## src/design/spp_pkg.sv

```systemverilog
`default_nettype none

package spp_pkg;

    // Fractional bits of the fixed-point format
    localparam int FRAC_BITS = 16;

    // Operations of the shared iterative unit
    typedef enum logic [1:0] {
        OP_MUL,
        OP_DIV,
        OP_SQRT
    } op_t;

    // Steps of one item, walked by the controller
    typedef enum logic [4:0] {
        STP_DIST_X,
        STP_DIST_Y,
        STP_DIST_RT,
        STP_SPD_X,
        STP_SPD_Y,
        STP_SPD_RT,
        STP_TEST,
        STP_PRED,
        STP_MOVE_X,
        STP_MOVE_Y,
        STP_MAG_X,
        STP_MAG_Y,
        STP_MAG_RT,
        STP_ACC_XM,
        STP_ACC_XD,
        STP_ACC_YM,
        STP_ACC_YD
    } step_t;

    // Controller to datapath
    typedef struct packed {
        logic  load;
        logic  start;
        logic  capture;
        logic  out_load;
        step_t step;
    } ctrl_t;

    // Datapath to controller
    typedef struct packed {
        logic pursue;
        logic fast;
        logic mag_zero;
        logic iter_done;
        logic out_free;
    } stat_t;

    // Magnitude of a 34-bit two's complement value
    function automatic logic [33:0] abs34(input logic [33:0] v);
        logic [33:0] r;
        r = v[33] ? (~v + 34'd1) : v;
        return r;
    endfunction

    // Clamp a 65-bit signed sum to the signed 32-bit range
    function automatic logic [31:0] sat32(input logic [64:0] v);
        logic [31:0] r;
        if (!v[64] && (v[63:31] != 33'd0))
            r = 32'h7FFF_FFFF;
        else if (v[64] && (v[63:31] != {33{1'b1}}))
            r = 32'h8000_0000;
        else
            r = v[31:0];
        return r;
    endfunction

endpackage

`default_nettype wire

```

## src/design/spp_iter.sv

```systemverilog
`default_nettype none

// Shared bit-serial unit: 34x34 multiply, 64/34 divide, 68-bit square root
module spp_iter (
    input  wire logic             clk,
    input  wire logic             rst_n,
    input  wire logic             start,
    input  wire spp_pkg::op_t     op,
    input  wire logic [67:0]      opa,
    input  wire logic [33:0]      opb,
    output logic                  done,
    output logic [67:0]           res
);

    spp_pkg::op_t op_reg;
    logic         busy_reg;
    logic         done_reg;
    logic [6:0]   cnt_reg;
    logic [67:0]  acc_reg;
    logic [36:0]  rem_reg;
    logic [33:0]  root_reg;
    logic [33:0]  mcand_reg;

    logic [67:0]  acc_next;
    logic [36:0]  rem_next;
    logic [33:0]  root_next;

    logic [34:0]  mul_up;
    logic [34:0]  div_sh;
    logic [35:0]  div_diff;
    logic [36:0]  sq_sh;
    logic [36:0]  sq_trial;

    // One iteration of the selected operation
    always_comb
    begin
        mul_up    = acc_reg[0] ? ({1'b0, acc_reg[67:34]} + {1'b0, mcand_reg})
                               : {1'b0, acc_reg[67:34]};
        div_sh    = {rem_reg[33:0], acc_reg[63]};
        div_diff  = {1'b0, div_sh} - {2'b00, mcand_reg};
        sq_sh     = {rem_reg[34:0], acc_reg[67:66]};
        sq_trial  = {1'b0, root_reg, 2'b01};
        acc_next  = acc_reg;
        rem_next  = rem_reg;
        root_next = root_reg;
        case (op_reg)
            spp_pkg::OP_MUL:
            begin
                acc_next = {mul_up, acc_reg[33:1]};
            end
            spp_pkg::OP_DIV:
            begin
                if (!div_diff[35])
                begin
                    rem_next = {2'b00, div_diff[34:0]};
                    acc_next = {4'b0000, acc_reg[62:0], 1'b1};
                end
                else
                begin
                    rem_next = {2'b00, div_sh};
                    acc_next = {4'b0000, acc_reg[62:0], 1'b0};
                end
            end
            spp_pkg::OP_SQRT:
            begin
                acc_next = {acc_reg[65:0], 2'b00};
                if (sq_sh >= sq_trial)
                begin
                    rem_next  = sq_sh - sq_trial;
                    root_next = {root_reg[32:0], 1'b1};
                end
                else
                begin
                    rem_next  = sq_sh;
                    root_next = {root_reg[32:0], 1'b0};
                end
            end
            default:
            begin
                acc_next = acc_reg;
            end
        endcase
    end

    // Control: iteration count and done pulse
    always_ff @(posedge clk or negedge rst_n)
    begin
        if (!rst_n)
        begin
            busy_reg <= 1'b0;
            done_reg <= 1'b0;
            cnt_reg  <= 7'd0;
            op_reg   <= spp_pkg::OP_MUL;
        end
        else
        begin
            done_reg <= 1'b0;
            if (start)
            begin
                busy_reg <= 1'b1;
                op_reg   <= op;
                cnt_reg  <= (op == spp_pkg::OP_DIV) ? 7'd64 : 7'd34;
            end
            else if (busy_reg)
            begin
                cnt_reg <= cnt_reg - 7'd1;
                if (cnt_reg == 7'd1)
                begin
                    busy_reg <= 1'b0;
                    done_reg <= 1'b1;
                end
            end
        end
    end

    // Working registers
    always_ff @(posedge clk)
    begin
        if (start)
        begin
            rem_reg  <= 37'd0;
            root_reg <= 34'd0;
            case (op)
                spp_pkg::OP_MUL:
                begin
                    acc_reg   <= {34'd0, opb};
                    mcand_reg <= opa[33:0];
                end
                spp_pkg::OP_DIV:
                begin
                    acc_reg   <= {4'b0000, opa[63:0]};
                    mcand_reg <= opb;
                end
                default:
                begin
                    acc_reg   <= opa;
                    mcand_reg <= opb;
                end
            endcase
        end
        else if (busy_reg)
        begin
            acc_reg  <= acc_next;
            rem_reg  <= rem_next;
            root_reg <= root_next;
        end
    end

    assign done = done_reg;

    always_comb
    begin
        case (op_reg)
            spp_pkg::OP_MUL:  res = acc_reg;
            spp_pkg::OP_DIV:  res = {4'b0000, acc_reg[63:0]};
            spp_pkg::OP_SQRT: res = {34'd0, root_reg};
            default:          res = acc_reg;
        endcase
    end

endmodule

`default_nettype wire

```

## src/design/spp_dpath.sv

```systemverilog
`default_nettype none

module spp_dpath (
    input  wire logic            clk,
    input  wire logic            rst_n,
    input  wire spp_pkg::ctrl_t  ctrl,
    output spp_pkg::stat_t       stat,
    input  wire logic            cfg_we,
    input  wire logic            cfg_index,
    input  wire logic [30:0]     cfg_data,
    input  wire logic [255:0]    in_data,
    input  wire logic [2:0]      in_user,
    output logic                 out_valid,
    input  wire logic            out_ready,
    output logic [63:0]          out_data,
    output logic                 out_user
);

    localparam logic CFG_MAX_ACCEL = 1'b0;
    localparam logic CFG_MAX_PRED  = 1'b1;

    logic [30:0] max_accel_reg;
    logic [30:0] max_pred_reg;
    logic [31:0] self_x_reg;
    logic [31:0] self_y_reg;
    logic [31:0] targ_x_reg;
    logic [31:0] targ_y_reg;
    logic        pursue_reg;
    logic [31:0] svx_reg;
    logic [31:0] svy_reg;
    logic [31:0] tvx_reg;
    logic [31:0] tvy_reg;
    logic [67:0] sq_reg;
    logic [33:0] dist_reg;
    logic [33:0] speed_reg;
    logic [33:0] mag_reg;
    logic [30:0] pred_reg;
    logic        fast_reg;
    logic        zero_reg;
    logic [63:0] prod_reg;
    logic [31:0] ax_reg;
    logic [31:0] ay_reg;
    logic        ovalid_reg;
    logic [63:0] odata_reg;
    logic        ouser_reg;

    logic [32:0]  dx;
    logic [32:0]  dy;
    logic [33:0]  abs_dx;
    logic [33:0]  abs_dy;
    spp_pkg::op_t op;
    logic [67:0]  opa;
    logic [33:0]  opb;
    logic         iter_done;
    logic [67:0]  res;
    logic [63:0]  off;
    logic [64:0]  mv_pos;
    logic [64:0]  mv_sum;
    logic         mv_neg;
    logic [31:0]  q_signed;
    logic         q_neg;

    // Difference of stored positions
    assign dx     = {targ_x_reg[31], targ_x_reg} - {self_x_reg[31], self_x_reg};
    assign dy     = {targ_y_reg[31], targ_y_reg} - {self_y_reg[31], self_y_reg};
    assign abs_dx = spp_pkg::abs34({dx[32], dx});
    assign abs_dy = spp_pkg::abs34({dy[32], dy});

    // Operand selection per step
    always_comb
    begin
        op  = spp_pkg::OP_MUL;
        opa = 68'd0;
        opb = 34'd0;
        case (ctrl.step)
            spp_pkg::STP_DIST_X, spp_pkg::STP_MAG_X:
            begin
                opa = {34'd0, abs_dx};
                opb = abs_dx;
            end
            spp_pkg::STP_DIST_Y, spp_pkg::STP_MAG_Y:
            begin
                opa = {34'd0, abs_dy};
                opb = abs_dy;
            end
            spp_pkg::STP_SPD_X:
            begin
                opa = {34'd0, spp_pkg::abs34({{2{svx_reg[31]}}, svx_reg})};
                opb = spp_pkg::abs34({{2{svx_reg[31]}}, svx_reg});
            end
            spp_pkg::STP_SPD_Y:
            begin
                opa = {34'd0, spp_pkg::abs34({{2{svy_reg[31]}}, svy_reg})};
                opb = spp_pkg::abs34({{2{svy_reg[31]}}, svy_reg});
            end
            spp_pkg::STP_DIST_RT, spp_pkg::STP_SPD_RT, spp_pkg::STP_MAG_RT:
            begin
                op  = spp_pkg::OP_SQRT;
                opa = sq_reg;
            end
            spp_pkg::STP_TEST:
            begin
                opa = {34'd0, speed_reg};
                opb = {3'b000, max_pred_reg};
            end
            spp_pkg::STP_PRED:
            begin
                op  = spp_pkg::OP_DIV;
                opa = {4'b0000, 64'(dist_reg) << spp_pkg::FRAC_BITS};
                opb = speed_reg;
            end
            spp_pkg::STP_MOVE_X:
            begin
                opa = {34'd0, spp_pkg::abs34({{2{tvx_reg[31]}}, tvx_reg})};
                opb = {3'b000, pred_reg};
            end
            spp_pkg::STP_MOVE_Y:
            begin
                opa = {34'd0, spp_pkg::abs34({{2{tvy_reg[31]}}, tvy_reg})};
                opb = {3'b000, pred_reg};
            end
            spp_pkg::STP_ACC_XM:
            begin
                opa = {34'd0, abs_dx};
                opb = {3'b000, max_accel_reg};
            end
            spp_pkg::STP_ACC_YM:
            begin
                opa = {34'd0, abs_dy};
                opb = {3'b000, max_accel_reg};
            end
            spp_pkg::STP_ACC_XD, spp_pkg::STP_ACC_YD:
            begin
                op  = spp_pkg::OP_DIV;
                opa = {4'b0000, prod_reg};
                opb = mag_reg;
            end
            default:
            begin
                op = spp_pkg::OP_MUL;
            end
        endcase
    end

    spp_iter u_iter (
        .clk   (clk),
        .rst_n (rst_n),
        .start (ctrl.start),
        .op    (op),
        .opa   (opa),
        .opb   (opb),
        .done  (iter_done),
        .res   (res)
    );

    // Target moved along its velocity, saturated
    assign off    = res[63:0] >> spp_pkg::FRAC_BITS;
    assign mv_neg = (ctrl.step == spp_pkg::STP_MOVE_X) ? tvx_reg[31] : tvy_reg[31];
    assign mv_pos = (ctrl.step == spp_pkg::STP_MOVE_X) ? {{33{targ_x_reg[31]}}, targ_x_reg}
                                                       : {{33{targ_y_reg[31]}}, targ_y_reg};
    assign mv_sum = mv_neg ? (mv_pos - {1'b0, off}) : (mv_pos + {1'b0, off});

    // Signed accel component from the quotient
    assign q_neg    = (ctrl.step == spp_pkg::STP_ACC_XD) ? dx[32] : dy[32];
    assign q_signed = q_neg ? (32'd0 - {1'b0, res[30:0]}) : {1'b0, res[30:0]};

    // Configuration and stored positions
    always_ff @(posedge clk or negedge rst_n)
    begin
        if (!rst_n)
        begin
            max_accel_reg <= 31'd65536;
            max_pred_reg  <= 31'd65536;
            self_x_reg    <= 32'd0;
            self_y_reg    <= 32'd0;
            targ_x_reg    <= 32'd0;
            targ_y_reg    <= 32'd0;
        end
        else
        begin
            if (cfg_we && (cfg_index == CFG_MAX_ACCEL))
                max_accel_reg <= cfg_data;
            if (cfg_we && (cfg_index == CFG_MAX_PRED))
                max_pred_reg <= cfg_data;
            if (ctrl.load && in_user[1])
            begin
                self_x_reg <= in_data[31:0];
                self_y_reg <= in_data[63:32];
            end
            if (ctrl.load && in_user[2])
            begin
                targ_x_reg <= in_data[95:64];
                targ_y_reg <= in_data[127:96];
            end
            if (ctrl.capture && (ctrl.step == spp_pkg::STP_MOVE_X))
                targ_x_reg <= spp_pkg::sat32(mv_sum);
            if (ctrl.capture && (ctrl.step == spp_pkg::STP_MOVE_Y))
                targ_y_reg <= spp_pkg::sat32(mv_sum);
        end
    end

    // Item registers and intermediate results
    always_ff @(posedge clk)
    begin
        if (ctrl.load)
        begin
            pursue_reg <= in_user[0];
            svx_reg    <= in_data[159:128];
            svy_reg    <= in_data[191:160];
            tvx_reg    <= in_data[223:192];
            tvy_reg    <= in_data[255:224];
        end
        if (ctrl.capture)
        begin
            case (ctrl.step)
                spp_pkg::STP_DIST_X, spp_pkg::STP_SPD_X, spp_pkg::STP_MAG_X:
                    sq_reg <= res;
                spp_pkg::STP_DIST_Y, spp_pkg::STP_SPD_Y, spp_pkg::STP_MAG_Y:
                    sq_reg <= sq_reg + res;
                spp_pkg::STP_DIST_RT:
                    dist_reg <= res[33:0];
                spp_pkg::STP_SPD_RT:
                    speed_reg <= res[33:0];
                spp_pkg::STP_TEST:
                begin
                    fast_reg <= (res <= (68'(dist_reg) << spp_pkg::FRAC_BITS));
                    pred_reg <= max_pred_reg;
                end
                spp_pkg::STP_PRED:
                    pred_reg <= res[30:0];
                spp_pkg::STP_MAG_RT:
                begin
                    mag_reg  <= res[33:0];
                    zero_reg <= (res[33:0] == 34'd0);
                    ax_reg   <= 32'd0;
                    ay_reg   <= 32'd0;
                end
                spp_pkg::STP_ACC_XM, spp_pkg::STP_ACC_YM:
                    prod_reg <= res[63:0];
                spp_pkg::STP_ACC_XD:
                    ax_reg <= q_signed;
                spp_pkg::STP_ACC_YD:
                    ay_reg <= q_signed;
                default:
                    sq_reg <= sq_reg;
            endcase
        end
    end

    // Output register
    always_ff @(posedge clk or negedge rst_n)
    begin
        if (!rst_n)
            ovalid_reg <= 1'b0;
        else if (ctrl.out_load)
            ovalid_reg <= 1'b1;
        else if (out_ready)
            ovalid_reg <= 1'b0;
    end

    always_ff @(posedge clk)
    begin
        if (ctrl.out_load)
        begin
            odata_reg <= {ay_reg, ax_reg};
            ouser_reg <= zero_reg;
        end
    end

    assign out_valid = ovalid_reg;
    assign out_data  = odata_reg;
    assign out_user  = ouser_reg;

    assign stat.pursue    = pursue_reg;
    assign stat.fast      = fast_reg;
    assign stat.mag_zero  = zero_reg;
    assign stat.iter_done = iter_done;
    assign stat.out_free  = !ovalid_reg || out_ready;

endmodule

`default_nettype wire

```

## src/design/spp_ctrl.sv

```systemverilog
`default_nettype none

module spp_ctrl (
    input  wire logic            clk,
    input  wire logic            rst_n,
    input  wire logic            in_valid,
    output logic                 in_ready,
    input  wire spp_pkg::stat_t  stat,
    output spp_pkg::ctrl_t       ctrl
);

    typedef enum logic [2:0] {
        ST_IDLE,
        ST_FIRST,
        ST_ISSUE,
        ST_WAIT,
        ST_ADV,
        ST_OUT
    } state_t;

    state_t         state_reg;
    spp_pkg::step_t step_reg;
    spp_pkg::step_t step_next;
    logic           last;

    // Step sequencing
    always_comb
    begin
        last      = 1'b0;
        step_next = step_reg;
        case (step_reg)
            spp_pkg::STP_DIST_X:  step_next = spp_pkg::STP_DIST_Y;
            spp_pkg::STP_DIST_Y:  step_next = spp_pkg::STP_DIST_RT;
            spp_pkg::STP_DIST_RT: step_next = spp_pkg::STP_SPD_X;
            spp_pkg::STP_SPD_X:   step_next = spp_pkg::STP_SPD_Y;
            spp_pkg::STP_SPD_Y:   step_next = spp_pkg::STP_SPD_RT;
            spp_pkg::STP_SPD_RT:  step_next = spp_pkg::STP_TEST;
            spp_pkg::STP_TEST:
                step_next = stat.fast ? spp_pkg::STP_MOVE_X : spp_pkg::STP_PRED;
            spp_pkg::STP_PRED:    step_next = spp_pkg::STP_MOVE_X;
            spp_pkg::STP_MOVE_X:  step_next = spp_pkg::STP_MOVE_Y;
            spp_pkg::STP_MOVE_Y:  step_next = spp_pkg::STP_MAG_X;
            spp_pkg::STP_MAG_X:   step_next = spp_pkg::STP_MAG_Y;
            spp_pkg::STP_MAG_Y:   step_next = spp_pkg::STP_MAG_RT;
            spp_pkg::STP_MAG_RT:
            begin
                step_next = spp_pkg::STP_ACC_XM;
                last      = stat.mag_zero;
            end
            spp_pkg::STP_ACC_XM:  step_next = spp_pkg::STP_ACC_XD;
            spp_pkg::STP_ACC_XD:  step_next = spp_pkg::STP_ACC_YM;
            spp_pkg::STP_ACC_YM:  step_next = spp_pkg::STP_ACC_YD;
            spp_pkg::STP_ACC_YD:  last = 1'b1;
            default:              last = 1'b1;
        endcase
    end

    // State and step register
    always_ff @(posedge clk or negedge rst_n)
    begin
        if (!rst_n)
        begin
            state_reg <= ST_IDLE;
            step_reg  <= spp_pkg::STP_MAG_X;
        end
        else
        begin
            case (state_reg)
                ST_IDLE:
                    if (in_valid)
                        state_reg <= ST_FIRST;
                ST_FIRST:
                begin
                    step_reg  <= stat.pursue ? spp_pkg::STP_DIST_X : spp_pkg::STP_MAG_X;
                    state_reg <= ST_ISSUE;
                end
                ST_ISSUE:
                    state_reg <= ST_WAIT;
                ST_WAIT:
                    if (stat.iter_done)
                        state_reg <= ST_ADV;
                ST_ADV:
                begin
                    if (last)
                        state_reg <= ST_OUT;
                    else
                    begin
                        step_reg  <= step_next;
                        state_reg <= ST_ISSUE;
                    end
                end
                ST_OUT:
                    if (stat.out_free)
                        state_reg <= ST_IDLE;
                default:
                    state_reg <= ST_IDLE;
            endcase
        end
    end

    assign in_ready      = (state_reg == ST_IDLE);
    assign ctrl.load     = in_valid && (state_reg == ST_IDLE);
    assign ctrl.start    = (state_reg == ST_ISSUE);
    assign ctrl.capture  = (state_reg == ST_WAIT) && stat.iter_done;
    assign ctrl.out_load = (state_reg == ST_OUT) && stat.out_free;
    assign ctrl.step     = step_reg;

endmodule

`default_nettype wire

```

## src/design/seek_pursue_steering_top.sv

```systemverilog
`default_nettype none

// Channel   Dir  tdata                                     tuser
// s_axis    in   self_x, self_y, target_x, target_y,        command, self_present,
//                self_vel_x/y, target_vel_x/y (32b each)    target_present
// m_axis    out  accel_x, accel_y (32b each)               zero_direction
// cfg       in   index 0 max_acceleration, 1 max_prediction (31b, no read-back)
//
// One item at a time through a bit-serial multiply/divide/sqrt unit; each step
// runs 34 iterations, or 64 for a divide. Seek: magnitude steps, then the
// acceleration steps unless the positions coincide. Pursue first runs the distance,
// speed, test and move steps, with the prediction divide only when it is needed.
// Reset clears the stored positions and loads 1.0 into both registers.
// Input is taken again once the previous result sits in the output register.
module seek_pursue_steering_top (
    input  wire logic         clk,
    input  wire logic         rst_n,
    input  wire logic         s_axis_tvalid,
    output logic              s_axis_tready,
    // self_x, self_y, target_x, target_y, self_vel_x, self_vel_y,
    // target_vel_x, target_vel_y
    input  wire logic [255:0] s_axis_tdata,
    // command, self_present, target_present
    input  wire logic [2:0]   s_axis_tuser,
    output logic              m_axis_tvalid,
    input  wire logic         m_axis_tready,
    // accel_x, accel_y
    output logic [63:0]       m_axis_tdata,
    // zero_direction
    output logic [0:0]        m_axis_tuser,
    input  wire logic         cfg_we,
    input  wire logic         cfg_index,
    input  wire logic [30:0]  cfg_data
);

    spp_pkg::ctrl_t ctrl;
    spp_pkg::stat_t stat;

    spp_ctrl u_ctrl (
        .clk      (clk),
        .rst_n    (rst_n),
        .in_valid (s_axis_tvalid),
        .in_ready (s_axis_tready),
        .stat     (stat),
        .ctrl     (ctrl)
    );

    spp_dpath u_dpath (
        .clk       (clk),
        .rst_n     (rst_n),
        .ctrl      (ctrl),
        .stat      (stat),
        .cfg_we    (cfg_we),
        .cfg_index (cfg_index),
        .cfg_data  (cfg_data),
        .in_data   (s_axis_tdata),
        .in_user   (s_axis_tuser),
        .out_valid (m_axis_tvalid),
        .out_ready (m_axis_tready),
        .out_data  (m_axis_tdata),
        .out_user  (m_axis_tuser[0])
    );

endmodule

`default_nettype wire

```

## config.mk

```make
export PLATFORM = sky130hd
export DESIGN_NAME = seek_pursue_steering_top
export DESIGN_NICKNAME = d
export VERILOG_FILES = /design/src/design/spp_pkg.sv /design/src/design/spp_iter.sv /design/src/design/spp_dpath.sv /design/src/design/spp_ctrl.sv /design/src/design/seek_pursue_steering_top.sv
export SDC_FILE = /design/constraint.sdc
export NUM_CORES = 2
export LEC_CHECK = 0
export BUFFER_PORTS_ARGS = -buffer_cell sky130_fd_sc_hd__buf_2
export CAP_MARGIN = 20
export CORE_MARGIN = 1.5
export CORE_UTILIZATION = 57
export CTS_CLUSTER_SIZE = 20
export DETAILED_ROUTE_END_ITERATION = 10
export PLACE_DENSITY_LB_ADDON = 0.3
export SLEW_MARGIN = 25
export SYNTH_ARGS = -nofsm -noshare
export SYNTH_HDL_FRONTEND = slang
export SYNTH_HIERARCHICAL = 1
export SYNTH_SLANG_ARGS = --single-unit
```

## constraint.sdc

```tcl
create_clock -name clk -period 8 [get_ports clk]
set_clock_uncertainty 0.1 [all_clocks]
set_input_delay 1.6 -clock clk [delete_from_list [all_inputs] [get_ports clk]]
set_output_delay 1.6 -clock clk [all_outputs]
set_load 0.01 [all_outputs]
```

; Word-level counts from Yosys, hierarchy flattened
; Cells that the tools add are included.
[op_classes]
n_addsub = 16
magnitude_cmp = 2
n_eq_ne = 31
muxes = 58
bitwise_logic = 7
reduce_logical = 57
[op_table]
columns = op, count
row1 = 68-bit one-hot mux with 10 select lines, 1
row2 = 68-bit one-hot mux with 2 select lines, 3
row3 = 34-bit one-hot mux with 9 select lines, 1
row4 = 34-bit 2-to-1 mux, 7
row5 = 32-bit 2-to-1 mux, 7
row6 = 34-bit by 1-bit adder with 34-bit output (second input constant), 6
row7 = 34-bit NOT, 6
row8 = 68-bit one-hot mux with 3 select lines, 1
row9 = 68-bit 2-to-1 mux, 2
row10 = 65-bit 2-to-1 mux, 2
row11 = 32-bit one-hot mux with 2 select lines, 2
row12 = 35-bit 2-to-1 mux, 3
row13 = 5-bit one-hot mux with 16 select lines, 1
row14 = 35-bit one-hot mux with 2 select lines, 1
row15 = 68-bit adder, 1
row16 = 68-bit by 50-bit less-or-equal comparator with 1-bit output, 1
row17 = 32-bit by 32-bit subtractor with 33-bit output, 2
row18 = 65-bit by 48-bit adder with 65-bit output, 1
row19 = 65-bit by 48-bit subtractor with 65-bit output, 1
row20 = 31-bit one-hot mux with 2 select lines, 1
row21 = 5-bit by 4-bit equality test with 1-bit output (second input constant), 8
row22 = 37-bit by 36-bit >= comparator with 1-bit output, 1
row23 = 35-bit by 34-bit subtractor with 36-bit output, 1
row24 = 34-bit by 34-bit adder with 35-bit output, 1
row25 = 42 further kinds, 110
[word_totals]
ff_bits = 906
input_bits = 296
wordCells = 205

; Depth between registers and ports, before layout
[depth]
word_depth = 9
ltp_mapped = 37
depth_no_buf = 30

; Cells and area by module
; Netlist, hierarchy kept.
[modules_own_cells]
columns = mod, instances, cells_per_inst, area_per_inst_um2, seq_area_each_um2
row1 = spp_dpath, 1, 4923, 48141.2, 20547.2
row2 = spp_iter, 1, 1984, 15845.2, 4719.5
row3 = spp_ctrl, 1, 65, 578.1, 202.7

; Least setup slack after synthesis
; OpenSTA, ideal clock, no wires.
[synth_path]
kind = register to register
startpoint = register u_dpath.u_iter.op_reg[0]
endpoint = register u_dpath.targ_x_reg[10]
setup_ns = 0.135
arrival_ns = 7.937
setup_slack_ns = -0.171
path_stages_with_launch = 37
n_path_buf = 6
period_less_slack_ns = 8.171
cell_sequence = dfrtp_1 inv_1 ha_1 clkbuf_1 inv_2 nor2_1 clkbuf_1 buf_1 a22o_1 buf_6 or3_1 or3_4 or3_4 or4_4 or4_4 nand2b_4 nor2_1 nand2_1 nor3_2 and2_2 nor2_1 xnor2_1 ha_1 clkbuf_1 a21oi_1 nor2b_1 nor2_1 o21ai_0 or4b_1 o21a_1 xor2_1 or4bb_1 nor4b_1 nand3_1 clkbuf_1 a21oi_1 o22ai_1
[synth_via]
elab_chain_cells = 9
elab_cells_between_ends = 14
classes_between = 2 x add/sub / 3 x eq/ne / 5 x mux / 4 x reduce/logical
[synth_lines]
columns = element, line_no
row1 = start: declaration, spp_iter.sv:15  ; spp_pkg::op_t op_reg;
row2 = start signal: assignment, spp_iter.sv:93  ; op_reg <= spp_pkg::OP_MUL;
row3 = start signal: assignment, spp_iter.sv:101  ; op_reg <= op;
row4 = 2-bit equality test or 2-bit by 1-bit equality test with 1-bit output (tied branches), spp_iter.sv:153  ; case (op_reg)
row5 = 68-bit one-hot mux with 2 select lines (*), spp_iter.sv:153
row6 = named net u_dpath.res[18], spp_dpath.sv:55  ; logic [67:0] res;
row7 = 65-bit by 48-bit adder with 65-bit output or 65-bit by 48-bit subtractor with 65-bit output (tied branches), spp_dpath.sv:161  ; assign mv_sum = mv_neg ? (mv_pos - {1'b0, off}) : (mv_pos + {1'b0, off});
row8 = 65-bit 2-to-1 mux (*), spp_dpath.sv:161
row9 = 33-bit inequality test, spp_pkg.sv:66  ; else if (v[64] && (v[63:31] != {33{1'b1}}))
row10 = 1-bit logical AND, spp_pkg.sv:66
row11 = 32-bit 2-to-1 mux, spp_pkg.sv:66
row12 = 32-bit 2-to-1 mux (*), spp_pkg.sv:64  ; if (!v[64] && (v[63:31] != 33'd0))
row13 = 32-bit 2-to-1 mux (*), spp_dpath.sv:195  ; if (ctrl.capture && (ctrl.step == spp_pkg::STP_MOVE_X))
row14 = end signal: assignment, spp_dpath.sv:192  ; targ_x_reg <= in_data[95:64];
row15 = end signal: assignment, spp_dpath.sv:196  ; targ_x_reg <= spp_pkg::sat32(mv_sum);
row16 = end: declaration, spp_dpath.sv:26  ; logic [31:0] targ_x_reg;
; Mark *: on every way through the listed nets, which the timed path passes. The rest lies on a longest branch.
; A chain may end at the register's enable or synchronous reset.

; Worst setup path in the final report
[layout_path]
startpoint = register u_dpath.u_iter.op_reg[1]
endpoint = register u_dpath.targ_x_reg[8]
; The elaborated chain is that of the path after synthesis.

==> impl_metrics.csv <==
group,metric,value,unit
clock_tree,htreeDepth,3,
floorplan,die_h,339.6,um
cells_and_area,final_nets,7917,
sta,fin_crit,7.815,ns
clock_tree,cts_buffers,101,
placement,io_buffers,362,
yosys,synth_warnings,6,
worst_setup_path,crit_path_frequent_cell,"or3_4",
run,max-cap-violations,0,
clock_tree,root_buffer,"clkbuf_16",
pwr,power.leakage,28.78,nW
sta,setup_viol,0,
cells_and_area,fin_area,72760,um2
yosys,synth_ff_type,"edfxtp_1",
sta,hold_viol_final,0,
yosys,synth.distinct_cells,122,
clock_tree,clkSinkCount,906,
sta,slew_violations,0,
worst_setup_path,cpMaxStageDelayCell,"or4b_4",
floorplan,dieArea,115300,um2
grt,grt_max_degree,128,
yosys,synth_area_leaders,"edfxtp_1 29%, dfrtp_1 8.0%, ha_1 6.7%, nand2_1 4.9%, a21oi_1 4.4%",
placement,place_area,68520,um2
sta,maxSlewHeadroom,9.193,%
worst_setup_path,startpoint_type,"flop",
clock_tree,cts_hold_buf,0,
route,drtIter0Drc,8639,
sta,worst_slew_pin_slew,1.358,ns
yosys,ys_ff_latch,906,
yosys,ys_seq_area_share,39.45,%
clock_tree,clockBufferDepth,3,
route,firstDrtPassIters,9,
worst_setup_path,path_delay_family,"simple AND/OR/NAND/NOR gates",
grt,grt_pass1_vias,55820,
sta,fin_crit_sh,97.69,%
yosys,yosys.area.top_type,"edfxtp_1",
grt,antenna_found_initial,6,
floorplan,num_rows,123,
floorplan,start_util,57.47,%
worst_setup_path,cp-end-kind,"flop",
pwr,vdd_drop_max,237.4,uV
route,vias,60550,
placement,place_hpwl,190300,um
clock_tree,cts_tree,"built",
sta,fin_hold_ws,0.2719,ns
yosys,syn_area,64560,um2
route,routed_wl,251100,um
grt,grt_util_all_layers,41.82,%
clock_tree,path_clk_slew,0.06,ns
clock_tree,clkLatencyLatePin,0.76,ns
cells_and_area,mostFrequentLayoutCells,"840 x nand2_1, 627 x edfxtp_1, 554 x a21oi_1",
sta,setup_slack,0.1851,ns
yosys,syn_area_per_cell,9.261,um2
grt,grt-ovfl-total,0,
route,wl_per_cell,28.35,um
cells_and_area,n_fill_cell,9258,
floorplan,core,112300,um2
sta,max_freq,0.1280,GHz
worst_setup_path,crit_buf_inv,4,
worst_setup_path,crit_arrival,8.27,ns
cells_and_area,drive_above_1_share,15.53,%
floorplan,num_io_pins,363,
yosys,synth_edf_count,627,
cells_and_area,area_growth,12.70,%
route,viasPerCell,6.837,
worst_hold_path,hp-class,"reg -> reg",
route,route.detailed.drc,0,
route,ant_nets,0,
yosys,postSynth.asyncResetShare,23.18,%
pwr,finalPower,30.35,mW
yosys,syn_inst,6972,
worst_setup_path,worstPathMaxFanout,8,
yosys,synth_nets,7620,
pwr,p_per_area,417.1,nW/um2
worst_setup_path,cpPeakStageDelay,0.56,ns
cells_and_area,final_common_cell,"nand2_1",
yosys,synth_top_area_share,29.16,%
placement,place_congestion,1.048,
placement,dp_slack,-0.04457,ns
status,outcome,"finished clean",
worst_setup_path,critical_path_class,"reg -> reg",
grt,grt_pass1_wl,363300,um
floorplan,die_w,339.6,um
worst_setup_path,required,8.45,ns
==> layout make-up <==
cell class | count | area (um2) | share of cell area [%]
Multi-Input combinational cell | 5368 | 36930 | 50.76
Tap cell | 1500 | 1877 | 2.579
Sequential cell | 906 | 25470 | 35.00
Timing Repair Buffer | 581 | 3655 | 5.023
Antenna cell | 1 | 2.502 | 0.003439
Inverter | 311 | 1167 | 1.604
Clock buffer | 117 | 2660 | 3.656
Clock inverter | 72 | 997.2 | 1.371
==> worst reg2reg max path, delay by kind of cell, from the launching register on <==
family,cells,cell delay [ns]
adders and majority gates,2,0.66
DFF,1,0.36
xor gates and xnor gates,1,0.23
AOI/OAI and AO/OA,9,2.00
and+or+nand+nor,11,3.69
buffers and inverters,4,0.58
==> stage by stage <==
stage	TNS, ns	utilization, %	cells
after floorplan	0	-	6972
after global placement	-0.4671	60.94	8645
after detailed placement	-0.1079	60.99	8645
after CTS	0	64.28	8834
after global routing	-0.1263	64.76	8855
final	0	64.77	8856
==> path summary, 6_finish.rpt <==
kind | cells past startpoint | start | slack [ns] | end
max | 27 | u_dpath/u_iter/op_reg[1] | 0.19 | u_dpath/targ_x_reg[8]
min | 0 | u_dpath/ax_reg[18] | 0.27 | u_dpath/out_data[18]
max reg2reg | 27 | u_dpath/u_iter/op_reg[1] | 0.19 | u_dpath/targ_x_reg[8]
min reg2reg | 0 | u_dpath/ax_reg[18] | 0.27 | u_dpath/out_data[18]
max in group asynchronous | 2 | rst_n | 5.77 | u_dpath/max_accel_reg[8]
min in group asynchronous | 1 | rst_n | 0.81 | u_dpath/self_y_reg[12]
==> repair_timing <==
action / in CTS / in global routing
setup buffers: 0 / 12
resized for setup: 5 / 55
gates cloned: 0 / 8
pin swaps: 0 / 12
setup endpoints to repair: 62 / 62
==> synth_stat cells (122+ instances only) <==
| master | n |
|---|---|
| o21ai_0 | 348 |
| xnor2_1 | 243 |
| mux2_2 | 187 |
| a211oi_1 | 122 |
| dfrtp_1 | 206 |
| clkbuf_1 | 318 |
| nand3_1 | 140 |
| inv_1 | 308 |
| a21o_1 | 173 |
| xor2_1 | 249 |
| nand2_1 | 849 |
| ha_1 | 346 |
| a21oi_1 | 568 |
| edfxtp_1 | 627 |
| nor2_1 | 401 |
==> cell families after synthesis <==
group,count (synthesis),share of synthesized area [%]
compound gates,2230,23.23
xor+xnor,493,6.711
fa+ha+maj,352,6.891
buf+inv,698,4.250
flops,906,39.45
mux,277,4.659
simple gates,2016,14.81
==> layer usage <==
metal | GRT usage, % | share of wire (%) | vias up
li1 | - | - | 26760
met1 | 56.07 | 39 | 29100
met3 | 9.913 | 12 | 736
met4 | 21.13 | 6.4 | 4
met2 | 63.27 | 43 | 3948
met5 | 0 | 0.011 | -
==> where the power goes <==
part / total (mW) / switching [mW] / internal (mW) / leakage, nW
Clock: 5.11 / 2.13 / 2.97 / 1.76
Sequential: 6.86 / 0.806 / 6.05 / 8.79
Combinational: 18.4 / 12.0 / 6.42 / 18.2
Power figures use the tool's default switching activity.
